<file path="config.mk">
export PLATFORM = sky130hd
export DESIGN_NAME = smstep_stack
export DESIGN_NICKNAME = d
export VERILOG_FILES = /design/src/rtl/core/assert_macros.svh /design/src/rtl/core/smstep_pkg.sv /design/src/rtl/core/smstep_cell.sv /design/src/rtl/core/smstep_stack.sv
export SDC_FILE = /design/constraint.sdc
export NUM_CORES = 2
export LEC_CHECK = 0
export BUFFER_PORTS_ARGS = -buffer_cell sky130_fd_sc_hd__buf_2
export CORE_MARGIN = 8
export CORE_UTILIZATION = 55
export DETAILED_ROUTE_END_ITERATION = 8
export PLACE_DENSITY = 0.71
export SETUP_SLACK_MARGIN = 0.4
export SLEW_MARGIN = 20
export SYNTH_ARGS = -nofsm -noshare
export SYNTH_HDL_FRONTEND = slang
export SYNTH_SLANG_ARGS = --single-unit
</file>
<file path="constraint.sdc">
create_clock -name clk -period 101.8 [get_ports clk]
set_input_delay 5.09 -clock clk [delete_from_list [all_inputs] [get_ports clk]]
set_output_delay 5.09 -clock clk [all_outputs]
set_load 0.05 [all_outputs]
</file>
<file path="src/rtl/core/assert_macros.svh">
// Assertion helpers: checks are compiled only when SYNTH is not defined.
`ifndef ASSERT_MACROS_SVH
`define ASSERT_MACROS_SVH

`ifndef SYNTH

`define ASSERT_ALWAYS(lbl, clk, rst_n, cond) \
    lbl: assert property (@(posedge clk) disable iff (!rst_n) (cond)) \
        else $error("assertion failed: invariant");

`define ASSERT_IMPLY(lbl, clk, rst_n, ante, cons) \
    lbl: assert property (@(posedge clk) disable iff (!rst_n) (ante) |-> (cons)) \
        else $error("assertion failed: implication");

`define ASSERT_NEXT(lbl, clk, rst_n, ante, cons) \
    lbl: assert property (@(posedge clk) disable iff (!rst_n) (ante) |=> (cons)) \
        else $error("assertion failed: next-cycle implication");

`else

`define ASSERT_ALWAYS(lbl, clk, rst_n, cond)
`define ASSERT_IMPLY(lbl, clk, rst_n, ante, cons)
`define ASSERT_NEXT(lbl, clk, rst_n, ante, cons)

`endif

`endif

</file>
<file path="src/rtl/core/smstep_pkg.sv">
package smstep_pkg;

    localparam int DEF_NUM_ROUTINES = 16;
    localparam int DEF_ROUTINE_LEN  = 64;
    localparam int DEF_STACK_DEPTH  = 64;
    localparam int DEF_NUM_VARS     = 16;

    localparam int KIND_W      = 2;
    localparam int ROUTINE_W   = 4;
    localparam int OPCODE_W    = 3;
    localparam int DATA_W      = 32;
    localparam int VAR_W       = 4;
    localparam int OUT_IDX_W   = 7;
    localparam int OUT_SIZE_W  = 7;
    localparam int IN_TDATA_W  = 48;
    localparam int OUT_TDATA_W = 88;

    typedef enum logic [KIND_W-1:0] {
        KIND_LOAD    = 2'd0,
        KIND_STEP    = 2'd1,
        KIND_ASSIGN  = 2'd2,
        KIND_RESTART = 2'd3
    } kind_t;

    typedef enum logic [OPCODE_W-1:0] {
        OP_PUSH  = 3'd0,
        OP_ADD   = 3'd1,
        OP_SUB   = 3'd2,
        OP_MUL   = 3'd3,
        OP_WRITE = 3'd4,
        OP_READ  = 3'd5,
        OP_JUMP  = 3'd6,
        OP_JUMPZ = 3'd7
    } opcode_t;

    typedef struct packed {
        logic [ROUTINE_W-1:0]     tgt;
        logic [VAR_W-1:0]         var_idx;
        logic signed [DATA_W-1:0] imm;
        opcode_t                  op;
    } instr_t;

    typedef enum logic [1:0] {
        CELL_HOLD = 2'd0,
        CELL_PREV = 2'd1,
        CELL_NEXT = 2'd2
    } cell_op_t;

    typedef enum logic [2:0] {
        STK_NOP   = 3'd0,
        STK_PUSH  = 3'd1,
        STK_POP   = 3'd2,
        STK_BINOP = 3'd3,
        STK_CLEAR = 3'd4
    } stk_op_t;

    typedef struct packed {
        stk_op_t           op;
        logic [DATA_W-1:0] value;
    } stk_cmd_t;

    typedef struct packed {
        logic [DATA_W-1:0] top;
        logic [DATA_W-1:0] second;
        logic              full;
        logic              overflow;
    } stk_stat_t;

endpackage

</file>
<file path="src/rtl/core/smstep_cell.sv">
module smstep_cell (
    input  logic                           clk,
    input  smstep_pkg::cell_op_t           op,
    input  logic [smstep_pkg::DATA_W-1:0]  prev_val,
    input  logic [smstep_pkg::DATA_W-1:0]  next_val,
    output logic [smstep_pkg::DATA_W-1:0]  val
);
    import smstep_pkg::*;

    logic [DATA_W-1:0] val_reg;
    logic [DATA_W-1:0] val_next;

    always_comb
    begin
        case (op)
            CELL_PREV: val_next = prev_val;
            CELL_NEXT: val_next = next_val;
            default:   val_next = val_reg;
        endcase
    end

    always_ff @(posedge clk)
    begin
        val_reg <= val_next;
    end

    assign val = val_reg;

endmodule

</file>
<file path="src/rtl/core/smstep_stack.sv">
module smstep_stack #(
    parameter int STACK_DEPTH = smstep_pkg::DEF_STACK_DEPTH,
    parameter int CW          = $clog2(STACK_DEPTH + 1)
) (
    input  logic                  clk,
    input  logic                  rst_n,
    input  smstep_pkg::stk_cmd_t  cmd,
    output logic [CW-1:0]         count,
    output smstep_pkg::stk_stat_t stat
);
    import smstep_pkg::*;

    logic [DATA_W-1:0] cell_val [STACK_DEPTH];
    cell_op_t          op_top;
    cell_op_t          op_rest;
    logic [CW-1:0]     count_reg;
    logic [CW-1:0]     count_next;
    logic              ovf_reg;
    logic              ovf_next;
    logic              full;
    logic              empty;

    assign full  = (count_reg == CW'(STACK_DEPTH));
    assign empty = (count_reg == '0);

    always_comb
    begin
        op_top     = CELL_HOLD;
        op_rest    = CELL_HOLD;
        count_next = count_reg;
        ovf_next   = ovf_reg;
        case (cmd.op)
            STK_PUSH:
            begin
                if (full)
                begin
                    ovf_next = 1'b1;
                end
                else
                begin
                    op_top     = CELL_PREV;
                    op_rest    = CELL_PREV;
                    count_next = count_reg + 1'b1;
                end
            end
            STK_POP:
            begin
                if (!empty)
                begin
                    op_top     = CELL_NEXT;
                    op_rest    = CELL_NEXT;
                    count_next = count_reg - 1'b1;
                end
            end
            STK_BINOP:
            begin
                // two pops and one push: top takes the result, the rest move up one
                op_top     = CELL_PREV;
                op_rest    = CELL_NEXT;
                count_next = (count_reg >= CW'(2)) ? count_reg - 1'b1 : CW'(1);
            end
            STK_CLEAR:
            begin
                count_next = '0;
                ovf_next   = 1'b0;
            end
            default:
            begin
                op_top  = CELL_HOLD;
                op_rest = CELL_HOLD;
            end
        endcase
    end

    for (genvar i = 0; i < STACK_DEPTH; i++)
    begin : g_cell
        if (i == 0)
        begin : g_head
            smstep_cell u_cell (
                .clk      (clk),
                .op       (op_top),
                .prev_val (cmd.value),
                .next_val (cell_val[1]),
                .val      (cell_val[0])
            );
        end
        else if (i == STACK_DEPTH - 1)
        begin : g_tail
            smstep_cell u_cell (
                .clk      (clk),
                .op       (op_rest),
                .prev_val (cell_val[i-1]),
                .next_val ('0),
                .val      (cell_val[i])
            );
        end
        else
        begin : g_mid
            smstep_cell u_cell (
                .clk      (clk),
                .op       (op_rest),
                .prev_val (cell_val[i-1]),
                .next_val (cell_val[i+1]),
                .val      (cell_val[i])
            );
        end
    end

    always_ff @(posedge clk or negedge rst_n)
    begin
        if (!rst_n)
        begin
            count_reg <= '0;
            ovf_reg   <= 1'b0;
        end
        else
        begin
            count_reg <= count_next;
            ovf_reg   <= ovf_next;
        end
    end

    // cells above the count hold stale data; empty pops read as zero
    assign stat.top      = empty ? '0 : cell_val[0];
    assign stat.second   = (count_reg >= CW'(2)) ? cell_val[1] : '0;
    assign stat.full     = full;
    assign stat.overflow = ovf_reg;
    assign count         = count_reg;

endmodule

</file>
; Word-level counts from Yosys, hierarchy flattened
; Cells that the tools add are included.
[totals]
out_inout_bits = 73
register_bits = 2056
elab_cells = 164
inputBits = 37
[classes]
addsub = 2
mux = 76
eq_ne = 12
order_cmp = 1
reduce_logical = 7
[op_table]
columns = operator, n
row1 = 32-bit one-hot mux with 2 select lines, 64
row2 = 32-bit 2-to-1 mux, 2
row3 = 7-bit one-hot mux with 4 select lines, 1
row4 = 7-bit 2-to-1 mux, 3
row5 = 2-bit one-hot mux with 3 select lines, 2
row6 = "7-bit by 1-bit adder with 7-bit output, second input constant", 1
row7 = "7-bit equality test, second input constant", 1
row8 = "7-bit by 2-bit >= comparator with 1-bit output, second input constant", 1
row9 = 7-bit logical NOT, 1
row10 = "7-bit by 1-bit subtractor with 7-bit output, second input constant", 1
row11 = "3-bit by 2-bit equality test with 1-bit output, second input constant", 2
row12 = "2-bit inequality test, second input constant", 3
row13 = 2-bit nonzero test, 3
row14 = "2-bit by 1-bit equality test with 1-bit output, second input constant", 2
row15 = "2-bit equality test, second input constant", 2
row16 = 4-bit nonzero test, 1
row17 = "3-bit by 1-bit equality test with 1-bit output, second input constant", 1
row18 = "3-bit equality test, second input constant", 1
row19 = 3-bit AND reduction, 1
row20 = 1-bit 2-to-1 mux, 2
row21 = 2-bit 2-to-1 mux, 1
row22 = 1-bit one-hot mux with 2 select lines, 1
row23 = 2-bit AND reduction, 1

; Longest topological paths before layout
[logic_depth]
ltp_word = 5
ltp_mapped = 12
depth_no_buf = 7

; Hierarchy
; A second synthesis with hierarchy kept.
[unflattened]
cells_unflattened = 4706
hier_area_um2 = 98784.7
[by_module_without_submodules]
columns = module, cells_each, n_inst, seq_area_each_um2, area_per_inst_um2
row1 = smstep_cell, 71, 64, 960.9, 1525.2
row2 = smstep_stack, 162, 1, 200.2, 1171.1

; Least setup slack after synthesis
; Ideal clock, no wire load.
[synth_timing]
kind = input to register
startpoint = input port cmd[34] (netlist bit)
endpoint = register g_cell[10].g_mid.u_cell.val_reg[0], enable pin
t_required_ns = 99.456
setup_time_ns = 2.344
setup_slack_ns = 54.810
path_stages = 5
path_buffers = 1
arrival_time_ns = 44.646
path_cell_list = nand2b_1 -> buf_2 -> nor2_1 -> ha_1 -> inv_1
[synth_via]
elab_chain_len = 4
elab_cells_between_ends = 7
cone_classes = 5 x eq/ne / 1 x mux / 1 x reduce/logical
[synth_rtl]
columns = element, line
row1 = from (decl), smstep_stack.sv:7  ; input smstep_pkg::stk_cmd_t cmd,
row2 = 3-bit by 2-bit equality test with 1-bit output or 3-bit by 1-bit equality test with 1-bit output (tied branches), smstep_stack.sv:32  ; case (cmd.op)
row3 = 2-bit one-hot mux with 3 select lines (*), smstep_stack.sv:32
row4 = 2-bit by 1-bit equality test with 1-bit output or 2-bit equality test (tied branches), smstep_cell.sv:15  ; case (op)
row5 = 2-bit nonzero test (no source line) (*), --
row6 = to (signal assigned), smstep_cell.sv:24  ; val_reg <= val_next;
row7 = to (decl), smstep_cell.sv:10  ; logic [DATA_W-1:0] val_reg;
; Mark *: on every way between the ends. The rest lies on a longest branch, timed or not.
; A chain may end at the register's enable or synchronous reset.

; Worst setup path in the final report
[layout_timing]
startpoint = input port cmd[34] (netlist bit)
endpoint = register g_cell[52].g_mid.u_cell.val_reg[9], data pin
[layout_via]
elab_chain_len = 4
elab_cells_between_ends = 7
cone_classes = 5 x eq/ne / 2 x mux
[layout_rtl]
columns = element, line
row1 = 3-bit by 2-bit equality test with 1-bit output or 3-bit by 1-bit equality test with 1-bit output (tied branches), smstep_stack.sv:32
row2 = 2-bit one-hot mux with 3 select lines (*), smstep_stack.sv:32
row3 = 2-bit equality test or 2-bit by 1-bit equality test with 1-bit output (tied branches), smstep_cell.sv:15
row4 = 32-bit one-hot mux with 2 select lines (*), smstep_cell.sv:15
row5 = net g_cell[52].g_mid.u_cell.val_next[9], smstep_cell.sv:11  ; logic [DATA_W-1:0] val_next;
row6 = to (signal assigned), smstep_cell.sv:24
row7 = to (decl), smstep_cell.sv:10
; The timed path passes the listed nets; every way through them passes the cells marked *.

==> metrics.yaml <==
worst_setup_path:
  crit_type: "in2reg"
  cp-start-kind: "input pin"
  required_ns: 102.33
  cp.arrival_ns: 11.40
  path_max_fanout: 169
  end_kind: "flip-flop"
clock_tree:
  clock_latency_ns: 0.80
  numCtsBuffers: 205
  clkTransAtPathRegs_ns: 0.06
  clock-sinks: 2056
  cts_hold_buf: 0
  htree_levels: 4
  cts_resized: 0
  ctsLongestPathBuffers: 3
  cts-root-buf: "clkbuf_16"
  post_cts_buffers: 0
  cts_tree: "done"
die:
  die_w_um: 413.1
  die-area_um2: 170700
  start_util: 0.5547
  core_area_um2: 156400
  top_level_ports: 110
  fp.dieH_um: 413.1
  num_rows: 145
sta:
  timing.final.ws_setup_ns: 90.92
  rsz0062_at_grt: "no"
  slew_violations: 0
  worstMarginPinSlew_ns: 1.326
  min_period_ns: 10.88
  slew_headroom: 0.1159
  setup_viol_count_final: 0
  tns_ns: 0
  skew_ns: 0.05122
  max_freq_mhz: 91.92
  fin_crit_sh: 0.1069
  hold_viol: 0
routing:
  first_iter_violations: 3070
  drc: 0
  drt-total-wl_um: 120500
  final_antenna_net_count: 0
  firstDrtPassIters: 5
  via_per_inst: 5.535
  wl_met1_um: 60110
  vias: 37830
  wl_met2_um: 53490
  routed.top_layer: "met4"
  wl_met3_um: 4604
  avgRoutedWirePerCell_um: 17.64
final_layout:
  synthToLayoutAreaGrowth_pct: 10.14
  fin_area_um2: 95540
  fin_nets: 4655
  largest_reg_flops: 1984
  layout-drive-gt1-share: 0.5149
  antennaDiodeCount: 0
run:
  drv_cap: 0
yosys:
  yosysTopAreaCell: "edfxtp_1"
  synth_top_cell_area_share: 0.7090
  yosys-top-cells-area: "edfxtp_1 71%, mux2_2 26%, buf_2 1.1%"
  ys_seq_area_frac: 0.7113
  synth_common_cells: "2048 x edfxtp_1, 2016 x mux2_2, 199 x buf_2"
  ys_types: 42
  synth_flop_cell: "edfxtp_1"
  synth-edff-count: 2048
  ys_seq_elements: 2056
  synthesis.nets: 4535
  syn_avg_cell_area_um2: 19.32
  async_flop_share: 0.003891
  netlist_area_um2: 86740
  yosys.cell_count.top_type: "edfxtp_1"
  yosys_warnings: 0
  synthCells: 4491
grt:
  grt_antenna_before_repair: 2
  grt_pass1_vias: 38980
  grt_pass1_wl_um: 201300
  overflow: 0
  grt_max_degree: 201
  grtUsageTotal: 0.1389
placed_design:
  dpl.hpwl_um: 68070
  io_buffers: 109
  place_congestion: 0.7664
  dpl_cell_area_um2: 89150
  dp_worst_setup_slack_ns: 90.10
hold_path:
  holdCritPathClass: "reg2reg"
pwr:
  leakagePower_nw: 31.25
  power_density_nw_per_um2: 22.96
  ir_worst_vdd_uv: 25.35
run_status:
  outcome: "finished, final reports clean"
==> stage by stage <==
| stage | utilization | total power, W | instances | hold slack, ns |
|---|---|---|---|---|
| 3_3_place_gp | 0.5700 | 0.001486 | 6461 | 0.5265 |
| 4_1_cts | 0.6107 | 0.002223 | 6833 | 0.5191 |
| 2_1_floorplan | - | 0.001623 | 4491 | 0.4886 |
| 6_report | 0.6109 | 0.002193 | 6834 | 0.5222 |
| 5_1_grt | 0.6109 | 0.002291 | 6834 | 0.5441 |
| 3_5_place_dp | 0.5700 | 0.001501 | 6461 | 0.5294 |
==> power breakdown <==
| part | total (W) | switching (W) | internal (W) |
|---|---|---|---|
| Combinational | 0.000308 | 0.000161 | 0.000147 |
| Sequential | 0.00117 | 0.0000601 | 0.00111 |
| Clock | 0.000713 | 0.000307 | 0.000406 |
| Total | 0.00219 | 0.000528 | 0.00167 |
==> worst paths after layout <==
path | from | endpoint | slack (ns) | depth (start not counted)
max in group asynchronous | rst_n | count[3] | 97.48 | 1
setup reg to reg | count[0] | g_cell[52].g_mid.u_cell.val[9] | 94.10 | 13
setup / recovery | cmd[34] | g_cell[52].g_mid.u_cell.val[9] | 90.92 | 10
hold / removal | g_cell[63].g_tail.u_cell.val[31] | g_cell[62].g_mid.u_cell.val[31] | 0.52 | 1
hold reg to reg | g_cell[63].g_tail.u_cell.val[31] | g_cell[62].g_mid.u_cell.val[31] | 0.52 | 1
min in group asynchronous | rst_n | ovf_reg | 4.12 | 1
==> layer usage <==
metal | global-route usage | vias up
met2 | 0.2054 | 542
met4 | 0.03726 | 0
met5 | 0 | -
met1 | 0.2108 | 19000
li1 | - | 18100
met3 | 0.02852 | 187
==> layout make-up <==
cell class	instances	area, um2
Tap cell	2058	2575
Inverter	8	37.54
Sequential cell	2056	61700
Multi-Input combinational cell	2188	23880
Clock buffer	261	5446
Fill cell	11210	60850
Clock inverter	111	912.1
Timing Repair Buffer	152	996.0
==> critical path: stages <==
cell      delay (ns)
buf_2           0.15
nand2b_1        0.31
nor2_1          0.41
ha_4            0.72
buf_12          0.67
buf_4           0.87
buf_4           0.83
buf_4           0.72
buf_4           0.90
mux2_2          0.42
==> placed cells by master (no fill, tap or decap), types with 5 or more instances in the layout <==
cell type	count
edfxtp_1	2048
mux2_2	2016
clkbuf_16	210
buf_2	109
and2_1	64
clkbuf_1	51
clkinv_1	45
clkinv_2	39
nor2b_1	36
buf_4	32
o21ai_0	14
bufinv_16	11
dfrtp_1	8
buf_12	8
inv_1	7
a21oi_1	6
nor3_1	5
nor2_1	5
ha_1	5
clkinvlp_4	5
==> kinds of logic (layout without fill, tap and decap cells) <==
logic type / Yosys count / in the layout / share of synthesized area
AOI/OAI and AO/OA: 33 / 33 / 0.002640
adders and majority gates: 7 / 7 / 0.001010
buffers and inverters: 247 / 532 / 0.01377
DFF: 2056 / 2056 / 0.7113
muxes: 2017 / 2017 / 0.2618
and+or+nand+nor: 131 / 131 / 0.009477
Note: power is estimated with default switching activity, not from simulation.
